**config.mk**
```make
export PLATFORM = sky130hd
export DESIGN_NAME = multichannel_iir_filter
export DESIGN_NICKNAME = d
export VERILOG_FILES = /design/src/design/mciir_pkg.sv /design/src/design/multichannel_iir_filter.sv /design/src/design/mciir_front.sv /design/src/design/mciir_back.sv
export SDC_FILE = /design/constraint.sdc
export NUM_CORES = 2
export LEC_CHECK = 0
export BUFFER_PORTS_ARGS = -buffer_cell sky130_fd_sc_hd__buf_2
export CORE_ASPECT_RATIO = 2
export CORE_MARGIN = 1
export CORE_UTILIZATION = 58
export CTS_BUF_LIST = sky130_fd_sc_hd__clkbuf_16
export DETAILED_ROUTE_END_ITERATION = 8
export GPL_ROUTABILITY_DRIVEN = 0
export GPL_TIMING_DRIVEN = 0
export PLACE_DENSITY_LB_ADDON = 0.25
export SETUP_SLACK_MARGIN = 0.3
export SLEW_MARGIN = 20
export SYNTH_ARGS = -nofsm -noshare
export SYNTH_HDL_FRONTEND = slang
export SYNTH_SLANG_ARGS = --single-unit
```
**constraint.sdc**
```tcl
create_clock -name clk -period 11.3 [get_ports clk]
set_input_delay 2.26 -clock clk [delete_from_list [all_inputs] [get_ports clk]]
set_output_delay 2.26 -clock clk [all_outputs]
set_load 0.02 [all_outputs]
```
**src/design/mciir_pkg.sv**
```systemverilog
// shared types, constants and register indexes of the multichannel iir filter
// no dependencies; imported by the top level, the front end and the back end
`default_nettype none

package mciir_pkg;

	// channel count and filter order; the channel field is two bits wide
	localparam int CHANNELS = 4;
	localparam int TAPS     = 4;
	localparam int HIST     = TAPS - 1;
	localparam int HDEPTH   = (HIST > 0) ? HIST : 1;
	localparam int HIDX_W   = (HDEPTH > 1) ? $clog2(HDEPTH) : 1;

	// one multiply-accumulate per coefficient in use
	localparam int NSTEPS   = 2 * TAPS - 1;
	localparam int STEP_W   = (NSTEPS > 1) ? $clog2(NSTEPS) : 1;
	localparam int CIDX_W   = 2;

	// exact sum of seven 16x16 products, and its magnitude
	localparam int ACC_W    = 35;
	localparam int MAG_W    = 34;

	// quotient bits formed by the serial divider
	localparam int QBITS    = 16;
	localparam int ITER_W   = $clog2(QBITS);
	localparam int PART_W   = 17;

	// request queue between front and back
	localparam int QDEPTH   = 2;
	localparam int QPTR_W   = (QDEPTH > 1) ? $clog2(QDEPTH) : 1;

	localparam int CFG_IDX_W  = 3;
	localparam int CFG_DATA_W = 16;

	localparam logic [CFG_IDX_W-1:0] REG_B0 = 3'd0;
	localparam logic [CFG_IDX_W-1:0] REG_B1 = 3'd1;
	localparam logic [CFG_IDX_W-1:0] REG_B2 = 3'd2;
	localparam logic [CFG_IDX_W-1:0] REG_B3 = 3'd3;
	localparam logic [CFG_IDX_W-1:0] REG_A1 = 3'd4;
	localparam logic [CFG_IDX_W-1:0] REG_A2 = 3'd5;
	localparam logic [CFG_IDX_W-1:0] REG_A3 = 3'd6;
	localparam logic [CFG_IDX_W-1:0] REG_A0 = 3'd7;

	typedef logic [1:0]         chan_t;
	typedef logic signed [15:0] sample_t;

	typedef struct packed {
		chan_t   chan;
		sample_t sample;
		logic    in_range;
	} item_t;

	typedef struct packed {
		logic [3:0][15:0] b;
		logic [3:1][15:0] a;
		logic [14:0]      a0;
	} coef_t;

	typedef enum logic [2:0] {
		ST_IDLE,
		ST_MAC,
		ST_SETUP,
		ST_DIV,
		ST_DONE
	} back_state_t;

endpackage

`default_nettype wire

```
**src/design/multichannel_iir_filter.sv**
```systemverilog
// a sample takes seven passes through the one shared multiplier, a setup
// step and sixteen restoring steps of the one-bit divider, which are
// skipped when the quotient magnitude reaches 65536 or coef_a0 is zero;
// the next sample leaves the queue only once this result is registered
// reset: asynchronous, clears the queue, the channel histories and the
// coefficients to b0 = a0 = 1.0, all others zero
`default_nettype none

module multichannel_iir_filter import mciir_pkg::*; (
	input  logic                  clk,
	input  logic                  arst_n,
	input  logic                  in_valid,
	output logic                  in_stall,
	input  chan_t                 channel,
	input  sample_t               sample_in,
	output logic                  out_valid,
	input  logic                  out_stall,
	output chan_t                 channel_out,
	output sample_t               sample_out,
	output logic                  saturated,
	input  logic                  cfg_we,
	input  logic [CFG_IDX_W-1:0]  cfg_index,
	input  logic [CFG_DATA_W-1:0] cfg_data
);

	coef_t coef_q;
	logic  q_valid;
	item_t q_item;
	logic  q_pop;

	always_ff @(posedge clk or negedge arst_n) begin
		if (!arst_n) begin
			coef_q.b  <= {16'h0000, 16'h0000, 16'h0000, 16'h4000};
			coef_q.a  <= '0;
			coef_q.a0 <= 15'h4000;
		end else if (cfg_we) begin
			unique case (cfg_index)
				REG_B0:  coef_q.b[0] <= cfg_data;
				REG_B1:  coef_q.b[1] <= cfg_data;
				REG_B2:  coef_q.b[2] <= cfg_data;
				REG_B3:  coef_q.b[3] <= cfg_data;
				REG_A1:  coef_q.a[1] <= cfg_data;
				REG_A2:  coef_q.a[2] <= cfg_data;
				REG_A3:  coef_q.a[3] <= cfg_data;
				REG_A0:  coef_q.a0   <= cfg_data[14:0];
				default: begin
				end
			endcase
		end
	end

	mciir_front u_front (
		.clk       (clk),
		.arst_n    (arst_n),
		.in_valid  (in_valid),
		.in_stall  (in_stall),
		.channel   (channel),
		.sample_in (sample_in),
		.q_valid   (q_valid),
		.q_item    (q_item),
		.q_pop     (q_pop)
	);

	mciir_back u_back (
		.clk         (clk),
		.arst_n      (arst_n),
		.coef        (coef_q),
		.q_valid     (q_valid),
		.q_item      (q_item),
		.q_pop       (q_pop),
		.out_valid   (out_valid),
		.out_stall   (out_stall),
		.channel_out (channel_out),
		.sample_out  (sample_out),
		.saturated   (saturated)
	);

endmodule

`default_nettype wire

```
**src/design/mciir_front.sv**
```systemverilog
// front end: takes input requests, flags out-of-range channels, queues them
// depends on mciir_pkg
`default_nettype none

module mciir_front import mciir_pkg::*; (
	input  logic    clk,
	input  logic    arst_n,
	input  logic    in_valid,
	output logic    in_stall,
	input  chan_t   channel,
	input  sample_t sample_in,
	output logic    q_valid,
	output item_t   q_item,
	input  logic    q_pop
);

	item_t             mem_q [QDEPTH];
	logic [QPTR_W-1:0] wr_ptr_q;
	logic [QPTR_W-1:0] rd_ptr_q;
	logic [QPTR_W:0]   count_q;
	logic              push;
	logic              pop;
	item_t             new_item;

	assign in_stall = (count_q == (QPTR_W + 1)'(QDEPTH));
	assign push     = in_valid && !in_stall;
	assign q_valid  = (count_q != '0);
	assign pop      = q_pop && q_valid;
	assign q_item   = mem_q[rd_ptr_q];

	always_comb begin
		new_item.chan     = channel;
		new_item.sample   = sample_in;
		new_item.in_range = (32'(channel) < CHANNELS);
	end

	always_ff @(posedge clk or negedge arst_n) begin
		if (!arst_n) begin
			wr_ptr_q <= '0;
			rd_ptr_q <= '0;
			count_q  <= '0;
		end else begin
			if (push) begin
				wr_ptr_q <= (wr_ptr_q == QPTR_W'(QDEPTH - 1)) ? '0 : wr_ptr_q + 1'b1;
			end
			if (pop) begin
				rd_ptr_q <= (rd_ptr_q == QPTR_W'(QDEPTH - 1)) ? '0 : rd_ptr_q + 1'b1;
			end
			if (push && !pop) begin
				count_q <= count_q + 1'b1;
			end else if (pop && !push) begin
				count_q <= count_q - 1'b1;
			end
		end
	end

	always_ff @(posedge clk) begin
		if (push) begin
			mem_q[wr_ptr_q] <= new_item;
		end
	end

endmodule

`default_nettype wire

```
**src/design/mciir_back.sv**
```systemverilog
// back end: shared multiply-accumulate, serial divider, saturation,
// per-channel history and the output register; depends on mciir_pkg
`default_nettype none

module mciir_back import mciir_pkg::*; (
	input  logic    clk,
	input  logic    arst_n,
	input  coef_t   coef,
	input  logic    q_valid,
	input  item_t   q_item,
	output logic    q_pop,
	output logic    out_valid,
	input  logic    out_stall,
	output chan_t   channel_out,
	output sample_t sample_out,
	output logic    saturated
);

	back_state_t              state_q, state_d;
	item_t                    item_q;
	logic [STEP_W-1:0]        step_q;
	logic signed [ACC_W-1:0]  acc_q;
	logic                     neg_q;
	logic                     zero_q;
	logic                     huge_q;
	logic [PART_W-1:0]        part_q;
	logic [QBITS-1:0]         quo_q;
	logic [ITER_W-1:0]        iter_q;
	logic                     out_valid_q;

	sample_t                  xh_q [CHANNELS][HDEPTH];
	sample_t                  yh_q [CHANNELS][HDEPTH];
	sample_t                  hx [HDEPTH];
	sample_t                  hy [HDEPTH];

	logic [STEP_W-1:0]        ff_k;
	logic [STEP_W-1:0]        fb_k;
	logic signed [15:0]       mul_c;
	logic signed [15:0]       mul_d;
	logic                     mul_sub;
	logic signed [31:0]       prod;

	logic [ACC_W-1:0]         mag_full;
	logic [MAG_W-1:0]         mag;
	logic [MAG_W-1:0]         limit;
	logic [PART_W-1:0]        trial;
	logic                     qbit;

	sample_t                  y_res;
	logic                     sat_res;
	logic                     load;
	logic                     out_free;

	assign out_free = !out_valid_q || !out_stall;

	// history of the current channel, zero for a channel out of range
	always_comb begin
		for (int k = 0; k < HDEPTH; k++) begin
			hx[k] = item_q.in_range ? xh_q[item_q.chan][k] : '0;
			hy[k] = item_q.in_range ? yh_q[item_q.chan][k] : '0;
		end
	end

	// operand selection for the shared multiplier
	always_comb begin
		ff_k    = step_q;
		fb_k    = step_q - STEP_W'(HIST);
		mul_c   = '0;
		mul_d   = '0;
		mul_sub = 1'b0;
		if (step_q == '0) begin
			mul_c = $signed(coef.b[0]);
			mul_d = item_q.sample;
		end else if (32'(step_q) <= HIST) begin
			mul_c = $signed(coef.b[ff_k[CIDX_W-1:0]]);
			mul_d = hx[HIDX_W'(ff_k - 1'b1)];
		end else begin
			mul_c   = $signed(coef.a[fb_k[CIDX_W-1:0]]);
			mul_d   = hy[HIDX_W'(fb_k - 1'b1)];
			mul_sub = 1'b1;
		end
		prod = mul_c * mul_d;
	end

	// divider setup and one restoring step
	always_comb begin
		mag_full = acc_q[ACC_W-1] ? ACC_W'(-acc_q) : ACC_W'(acc_q);
		mag      = mag_full[MAG_W-1:0];
		limit    = MAG_W'(coef.a0) << QBITS;
		trial    = {part_q[PART_W-2:0], quo_q[QBITS-1]};
		qbit     = (trial >= PART_W'(coef.a0));
	end

	// sign, clipping and the flag
	always_comb begin
		y_res   = '0;
		sat_res = 1'b0;
		if (zero_q) begin
			y_res   = '0;
			sat_res = 1'b0;
		end else if (huge_q) begin
			y_res   = neg_q ? 16'sh8000 : 16'sh7fff;
			sat_res = 1'b1;
		end else if (!neg_q) begin
			if (quo_q > 16'h7fff) begin
				y_res   = 16'sh7fff;
				sat_res = 1'b1;
			end else begin
				y_res = $signed(quo_q);
			end
		end else begin
			if (quo_q > 16'h8000) begin
				y_res   = 16'sh8000;
				sat_res = 1'b1;
			end else begin
				y_res = $signed(-quo_q);
			end
		end
	end

	always_comb begin
		state_d = state_q;
		unique case (state_q)
			ST_IDLE: begin
				if (q_valid) begin
					state_d = ST_MAC;
				end
			end
			ST_MAC: begin
				if (step_q == STEP_W'(NSTEPS - 1)) begin
					state_d = ST_SETUP;
				end
			end
			ST_SETUP: begin
				state_d = (mag >= limit) ? ST_DONE : ST_DIV;
			end
			ST_DIV: begin
				if (iter_q == ITER_W'(QBITS - 1)) begin
					state_d = ST_DONE;
				end
			end
			ST_DONE: begin
				if (out_free) begin
					state_d = ST_IDLE;
				end
			end
			default: state_d = ST_IDLE;
		endcase
	end

	always_comb begin
		q_pop = 1'b0;
		load  = 1'b0;
		unique case (state_q)
			ST_IDLE:  q_pop = q_valid;
			ST_DONE:  load  = out_free;
			default: begin
				q_pop = 1'b0;
				load  = 1'b0;
			end
		endcase
	end

	always_ff @(posedge clk or negedge arst_n) begin
		if (!arst_n) begin
			state_q     <= ST_IDLE;
			out_valid_q <= 1'b0;
		end else begin
			state_q <= state_d;
			if (load) begin
				out_valid_q <= 1'b1;
			end else if (out_valid_q && !out_stall) begin
				out_valid_q <= 1'b0;
			end
		end
	end

	// working registers of the datapath
	always_ff @(posedge clk) begin
		case (state_q)
			ST_IDLE: begin
				item_q <= q_item;
				step_q <= '0;
			end
			ST_MAC: begin
				if (step_q == '0) begin
					acc_q <= ACC_W'(prod);
				end else if (mul_sub) begin
					acc_q <= acc_q - ACC_W'(prod);
				end else begin
					acc_q <= acc_q + ACC_W'(prod);
				end
				step_q <= step_q + 1'b1;
			end
			ST_SETUP: begin
				neg_q  <= acc_q[ACC_W-1];
				zero_q <= (acc_q == '0);
				huge_q <= (mag >= limit);
				part_q <= PART_W'(mag[MAG_W-1:QBITS]);
				quo_q  <= mag[QBITS-1:0];
				iter_q <= '0;
			end
			ST_DIV: begin
				part_q <= qbit ? trial - PART_W'(coef.a0) : trial;
				quo_q  <= {quo_q[QBITS-2:0], qbit};
				iter_q <= iter_q + 1'b1;
			end
			default: begin
			end
		endcase
	end

	always_ff @(posedge clk) begin
		if (load) begin
			channel_out <= item_q.chan;
			sample_out  <= y_res;
			saturated   <= sat_res;
		end
	end

	// per-channel delay lines, newest sample at slot zero
	always_ff @(posedge clk or negedge arst_n) begin
		if (!arst_n) begin
			for (int c = 0; c < CHANNELS; c++) begin
				for (int k = 0; k < HDEPTH; k++) begin
					xh_q[c][k] <= '0;
					yh_q[c][k] <= '0;
				end
			end
		end else if (load && item_q.in_range && (HIST > 0)) begin
			xh_q[item_q.chan][0] <= item_q.sample;
			yh_q[item_q.chan][0] <= y_res;
			for (int k = 1; k < HDEPTH; k++) begin
				xh_q[item_q.chan][k] <= xh_q[item_q.chan][k-1];
				yh_q[item_q.chan][k] <= yh_q[item_q.chan][k-1];
			end
		end
	end

	assign out_valid = out_valid_q;

endmodule

`default_nettype wire

```
* After elaboration in Yosys (flattened, before gate mapping) *
Memory sizes are Yosys's and may differ from the RTL's. A register that Yosys moved wholly into a read port is not among the register bits.
Cells that the tools add are included.

storage, ports and cells
  flip-flop bits (word level) = 616
  bits in writable memories = 36
  input port bits = 42
  output and inout bits = 21
  word-level logic and storage cells = 202
  memories = 1

cells by class
  add/sub/neg operators = 14
  $mul = 1
  $lt $le $gt $ge = 11
  equality and inequality tests = 18
  muxes and demuxes = 74
  bitwise operators = 3
  reduce and logical (&&, ||, !) cells = 31

memories
  memory         depth  width  rd ports  clocked after memory_dff  wr ports  RTL line           source
  u_front.mem_q  2      18     1         1                         1         mciir_front.sv:17  item_t mem_q [QDEPTH];

operator list
  kind                                                                     number
  192-bit bitwise mux                                                      6
  16-bit 2-to-1 mux                                                        24
  48-bit demux with 2-bit select                                           3
  48-bit 2-to-1 mux                                                        5
  48-bit binary-select mux with 2-bit select                               2
  16-bit binary-select mux with 2-bit select                               4
  35-bit 2-to-1 mux                                                        2
  16-bit case mux with 2 select lines                                      2
  35-bit by 32-bit adder with 35-bit output                                1
  35-bit logical NOT                                                       1
  35-bit by 32-bit subtractor with 35-bit output                           1
  34-bit by 31-bit greater-or-equal comparator with 1-bit output           1
  34-bit 2-to-1 mux                                                        1
  34-bit negation                                                          1
  16-bit by 16-bit multiplier with 32-bit output                           1
  32-bit 2-to-1 mux                                                        1
  3-bit == test (second input constant)                                    6
  17-bit by 15-bit greater-or-equal comparator with 1-bit output           1
  16-bit by 15-bit > comparator with 1-bit output (second input constant)  1
  16-bit > comparator (second input constant)                              1
  16-bit negation                                                          1
  2-bit AND reduction                                                      8
  16-bit by 15-bit subtractor with 16-bit output                           1
  3-bit 2-to-1 mux                                                         5
  27 further kinds                                                         72

* Depth between registers and ports, before layout *
  depth in word-level cells = 14
  depth in mapped cells = 50
  gate-level depth less buffers = 44

* Cells and area by module *
Synthesis repeated with hierarchy kept, for this count alone.

unflattened totals
  cells, all modules = 4364
  area, all modules = 44625.3 um^2

modules (own cells, without submodules)
  module                   times used  cells each  area each (um^2)  sequential area each (um^2)
  mciir_back               1           4010        38184.1           13162.6
  multichannel_iir_filter  1           277         4880.9            3180.6
  mciir_front              1           77          1560.2            1181.1

* Worst setup path before layout *
OpenSTA, ideal clock, no wires.

  path type = reg-to-reg
  start = register u_back.step_q[0], in the netlist u_back.ff_k[0]
  end = register u_back.acc_q[34] (data pin)
  library setup time = 0.261 ns
  data arrival time = 11.084 ns
  data required time = 11.039 ns
  path slack = -0.046 ns
  stages on the path, launching flop included = 45
  buffers on the path = 5
  clock period less this slack = 11.346 ns
  cells stage by stage = edfxtp_1 > buf_2 > inv_2 > ha_1 > clkbuf_1 > buf_1 > clkbuf_1 > mux2i_1 > nor2_1 > a21oi_1 > o22ai_1 > a21oi_1 > clkbuf_1 > nor2_1 > fa_1 > inv_1 > fa_1 > inv_1 > [... 9 more ...] > o311ai_1 > a31oi_1 > xnor2_1 > nand3b_1 > nor3_1 > a21oi_1 > xnor2_1 > ha_1 > a21o_1 > a21oi_1 > nor2b_1 > a41oi_1 > o31ai_1 > o41ai_1 > xnor2_1 > a21boi_0 > a211oi_1 > a311o_1

on the way
  longest elaborated chain between the ends = 12
  elaborated cells between the ends (all ways) = 28
  those cells by class = add/sub (5); mul (1); order compare (1); mux (18); bitwise (2); reduce/logical (1)

RTL lines
  what                                                                                                                RTL line                              source
  start, declared                                                                                                     mciir_back.sv:21                      logic [STEP_W-1:0] step_q;
  start signal, assigned                                                                                              mciir_back.sv:193                     step_q <= step_q + 1'b1;
  2-bit subtractor *                                                                                                  mciir_back.sv:67                      fb_k = step_q - STEP_W'(HIST);
  net u_back.fb_k[0]                                                                                                  mciir_back.sv:37                      logic [STEP_W-1:0] fb_k;
  2-bit by 1-bit subtractor with 2-bit output                                                                         mciir_back.sv:79                      mul_d = hy[HIDX_W'(fb_k - 1'b1)];
  2-bit NOT with 3-bit output (not written as such)                                                                   mciir_back.sv:79
  16-bit binary-select mux with 2-bit select                                                                          mciir_back.sv:79
  16-bit 2-to-1 mux (not written as such) (2 in series)                                                               mciir_back.sv:79
  16-bit 2-to-1 mux                                                                                                   mciir_back.sv:74                      end else if (32'(step_q) <= HIST) begin
  16-bit 2-to-1 mux                                                                                                   mciir_back.sv:71                      if (step_q == '0) begin
  16-bit by 16-bit multiplier with 32-bit output *                                                                    mciir_back.sv:82                      prod = mul_c * mul_d;
  35-bit by 32-bit adder with 35-bit output / 35-bit by 32-bit subtractor with 35-bit output (equally long branches)  mciir_back.sv:191, mciir_back.sv:189
  35-bit 2-to-1 mux                                                                                                   mciir_back.sv:188                     end else if (mul_sub) begin
  35-bit 2-to-1 mux *                                                                                                 mciir_back.sv:186                     if (step_q == '0) begin
  end signal, assigned                                                                                                mciir_back.sv:187                     acc_q <= ACC_W'(prod);
  end signal, assigned                                                                                                mciir_back.sv:189                     acc_q <= acc_q - ACC_W'(prod);
  end signal, assigned                                                                                                mciir_back.sv:191                     acc_q <= acc_q + ACC_W'(prod);
  end, declared                                                                                                       mciir_back.sv:22                      logic signed [ACC_W-1:0] acc_q;

The timed path passes the listed nets; every way through them passes the cells marked *. The select of a mux whose other input is x is not followed.
A chain may end at the register's enable or synchronous reset.

* Final worst setup path *
  start = register u_back.item_q[17] (netlist name)
  end = register u_back.acc_q[34] (data pin)

on the way
  longest elaborated chain between the ends = 14
  elaborated cells between the ends (all ways) = 26
  those cells by class = add/sub (2); mul (1); mux (22); bitwise (1)

RTL lines
  what                                                                                                                RTL line
  2-bit NOT with 3-bit output (not written as such) *                                                                 mciir_back.sv:59, mciir_back.sv:60
  48-bit binary-select mux with 2-bit select, on equally long branches                                                mciir_back.sv:60, mciir_back.sv:59
  48-bit 2-to-1 mux, on equally long branches (2 in series)                                                           mciir_back.sv:60, mciir_back.sv:59
  16-bit 2-to-1 mux, on equally long branches                                                                         mciir_back.sv:60, mciir_back.sv:59
  16-bit binary-select mux with 2-bit select, on equally long branches                                                mciir_back.sv:79, mciir_back.sv:76
  16-bit 2-to-1 mux, on equally long branches (2 in series)                                                           mciir_back.sv:79, mciir_back.sv:76
  16-bit 2-to-1 mux *                                                                                                 mciir_back.sv:74
  16-bit 2-to-1 mux *                                                                                                 mciir_back.sv:71
  16-bit by 16-bit multiplier with 32-bit output *                                                                    mciir_back.sv:82
  35-bit by 32-bit adder with 35-bit output / 35-bit by 32-bit subtractor with 35-bit output (equally long branches)  mciir_back.sv:191, mciir_back.sv:189
  35-bit 2-to-1 mux                                                                                                   mciir_back.sv:188
  35-bit 2-to-1 mux *                                                                                                 mciir_back.sv:186

Every way passes the cells marked *; elsewhere a longest branch is shown, timed or not. The select of a mux whose other input is x is not followed.

==> flow_metrics.env <==
export IMPL_numCtsBuffers=57
export IMPL_path_max_fanout=9
export IMPL_yosysSeqAreaShare=0.397
export IMPL_die_y_um=392
export IMPL_routedWlPerCell_um=25.9
export IMPL_seq_area_um2=17500
export IMPL_path_class="register to register"
export IMPL_drtPass1Iterations=5
export IMPL_initialDrtViolationCount=2416
export IMPL_hold_violations=0
export IMPL_setup_violations=1
export IMPL_post_route_drc_count=0
export IMPL_multi_input_area_um2=25900
export IMPL_finalClockSkew_ns=0.0247
export IMPL_fmax_mhz=87.8
export IMPL_fin_crit_sh=1.01
export IMPL_status="finished, violations left"
export IMPL_ys_types=90
export IMPL_utilization=0.687
export IMPL_clk_insertion_delay_late_ns=0.63
export IMPL_drive_above_1_share=0.283
export IMPL_cpMostUsedCell="fa_1"
export IMPL_hold_class="register to register"
export IMPL_violations="setup timing"
export IMPL_grt_overflow_total=0
export IMPL_ant_nets=0
export IMPL_start_util=0.587
export IMPL_yosysWarnings=0
export IMPL_async_reset_ff_frac=0.776
export IMPL_syn2layout_area_growth_pct=17.0
export IMPL_synth_flop_cell="dfrtp_1"
export IMPL_syn_area_um2=44100
export IMPL_synth_seq_cells=669
export IMPL_dp_cells=5054
export IMPL_cts_buffer_depth=3
export IMPL_port_buffers=58
export IMPL_grt_pass1_vias=34600
export IMPL_max_cap_violations=0
export IMPL_crit_arrival_ns=11.76
export IMPL_clkSlewWorstSetupHoldPaths_ns=0.07
export IMPL_fp_dieW_um=197
export IMPL_avgSynthCellArea_um2=11.1
export IMPL_die_area_um2=77200
export IMPL_start_kind="register"
export IMPL_synth_nets=4438
export IMPL_cts_root_buffer="clkbuf_16"
export IMPL_htreeDepth=2
export IMPL_cts_sinks=669
export IMPL_synthCells=3976
export IMPL_tightest_slew_ns=1.24
export IMPL_wl_mm=139
export IMPL_num_io_pins=63
export IMPL_slew_viol_final=0
export IMPL_cpMaxStageDelayCell="or4b_4"
export IMPL_dpl_hpwl_mm=102
export IMPL_maxSlewHeadroom=0.176
export IMPL_synthTopCellsByCount="nand2_1 (520), dfrtp_1 (517), mux2_2 (443)"
export IMPL_yosys_area_top_type="dfrtp_1"
export IMPL_stdcell_count=5358
export IMPL_core_um2=75200
export IMPL_globalRouteTotalUtil=0.359
export IMPL_synthTopCellsByArea="dfrtp_1 (29%), fa_1 (12%), mux2_2 (11%)"
export IMPL_max_stage_delay_ns=0.58
export IMPL_cts_tree="built"
export IMPL_rows=142
export IMPL_grt_max_degree=99
export IMPL_end_kind="register"
export IMPL_vias=33100
export IMPL_via_per_inst=6.18
export IMPL_grt_pass1_wl_mm=204
export IMPL_layout_nets=4754
export IMPL_rrSetupSlack_ns=-0.09
export IMPL_synth_edf_count=150
export IMPL_yosysMostFrequentCell="nand2_1"
export IMPL_fillers=5315
export IMPL_antenna_found_initial=9
export IMPL_rsz0062_at_grt="true"
export IMPL_synth_top_area_share=0.293
export IMPL_setup_ws_ns=-0.0928
export IMPL_required_ns=11.67
export IMPL_fin_crit_ns=11.39
[worst max-delay path, delay by kind of cell (launching register included)]
| kind | cells | cell delay [ns] |
|---|---|---|
| muxes | 2 | 0.86 |
| xor gates and xnor gates | 2 | 0.35 |
| DFF | 1 | 0.49 |
| AOI/OAI and AO/OA | 17 | 3.23 |
| buffers and inverters | 11 | 1.25 |
| adders and majority gates | 8 | 3.72 |
| and+or+nand+nor | 5 | 1.18 |
[worst paths after layout]
kind                                                    from                            to  depth (start not counted)
worst min-delay path            u_back.xh_q[165]$_DFFE_PN0P_  u_back.xh_q[165]$_DFFE_PN0P_                          2
min in group asynchronous                             arst_n  u_back.yh_q[183]$_DFFE_PN0P_                          1
worst max-delay path             u_back.item_q[17]$_DFFE_PN_    u_back.acc_q[34]$_DFFE_PP_                         45
worst max register to register   u_back.item_q[17]$_DFFE_PN_    u_back.acc_q[34]$_DFFE_PP_                         45
max in group asynchronous                             arst_n   u_back.xh_q[30]$_DFFE_PN0P_                          4
worst min register to register  u_back.xh_q[165]$_DFFE_PN0P_  u_back.xh_q[165]$_DFFE_PN0P_                          2
[cells in the final DEF, fill, tap and decap left out, types with 18 or more instances in the layout]
master,n
mux2i_1,50
ha_1,144
mux4_2,112
buf_4,163
a21oi_4,20
and3_1,19
buf_2,66
buf_6,28
edfxtp_1,150
fa_1,252
inv_1,378
buf_12,20
nand3_1,35
nor2b_1,25
a21oi_1,131
o21ai_0,99
o31ai_1,23
xnor2_1,76
nand2b_1,48
a21oi_2,18
a21o_1,34
mux2_2,442
clkbuf_1,93
nand2_1,513
xor2_1,46
nor3_1,19
dfrtp_1,517
nor2_1,258
o21ai_1,18
clkbuf_16,70
[layout make-up]
type | count | area share
Multi-Input combinational cell | 2739 | 0.502
Tap cell | 1008 | 0.0244
Clock inverter | 46 | 0.00516
Clock buffer | 60 | 0.0291
Sequential cell | 669 | 0.339
Antenna cell | 11 | 0.000533
Buffer | 192 | 0.0284
Timing Repair Buffer | 258 | 0.0440
Inverter | 375 | 0.0277
[layer usage]
layer,routed length (um),up-vias,part of all wire,track usage
li1,-,14200,-,-
met1,42800,16800,0.31,0.349
met2,72600,1467,0.52,0.639
met3,8140,645,0.059,0.0621
met4,15400,2,0.11,0.335
met5,14,-,0.00010,0
[through the flow]
stage                     setup WS (ns)  cell area, um^2  hold WS [ns]  TNS (ns)
final                           -0.0928            51600         0.475   -0.0928
after global routing             -0.387            51600         0.503    -0.400
after CTS                        0.0135            49700         0.477         0
after detailed placement          -4.02            45900         0.462    -53.18
after global placement            -4.06            45700         0.453  -1387.00
after floorplan                   0.331            44100         0.441         0
[flip-flops by register name, indices dropped and copies added, names as in the netlist, 2 cells and up]
register and flops:
u_back.state_q 3, u_back.quo_q 16, coef_q 127, u_back.part_q 16, u_front.count_q 2, u_back.channel_out 2, u_back.sample_out 16, u_front.mem_q 36
u_back.ff_k 3, u_back.iter_q 4, u_back.yh_q 192, u_back.item_q 18, u_back.xh_q 192, u_back.acc_q 35
[kinds of logic after synthesis]
| family | Yosys count | share of synthesized area |
|---|---|---|
| simple gates | 1063 | 0.107 |
| flops | 669 | 0.397 |
| mux | 611 | 0.183 |
| buf+inv | 568 | 0.0492 |
| compound gates | 503 | 0.0715 |
| fa+ha+maj | 420 | 0.164 |
| xor+xnor | 142 | 0.0284 |
[timing repair]
action	4_1_cts	5_1_grt
resized for setup	344	199
hold buffers	0	0
endpoints found under the hold margin	0	0
gates cloned	1	6
setup endpoints to repair	25	15
pin swaps	40	104
buffers inserted	71	110
Power is left out: the tool's default activity adds up to more than one toggle a clock period on the data nets, which glitch-free logic cannot reach.
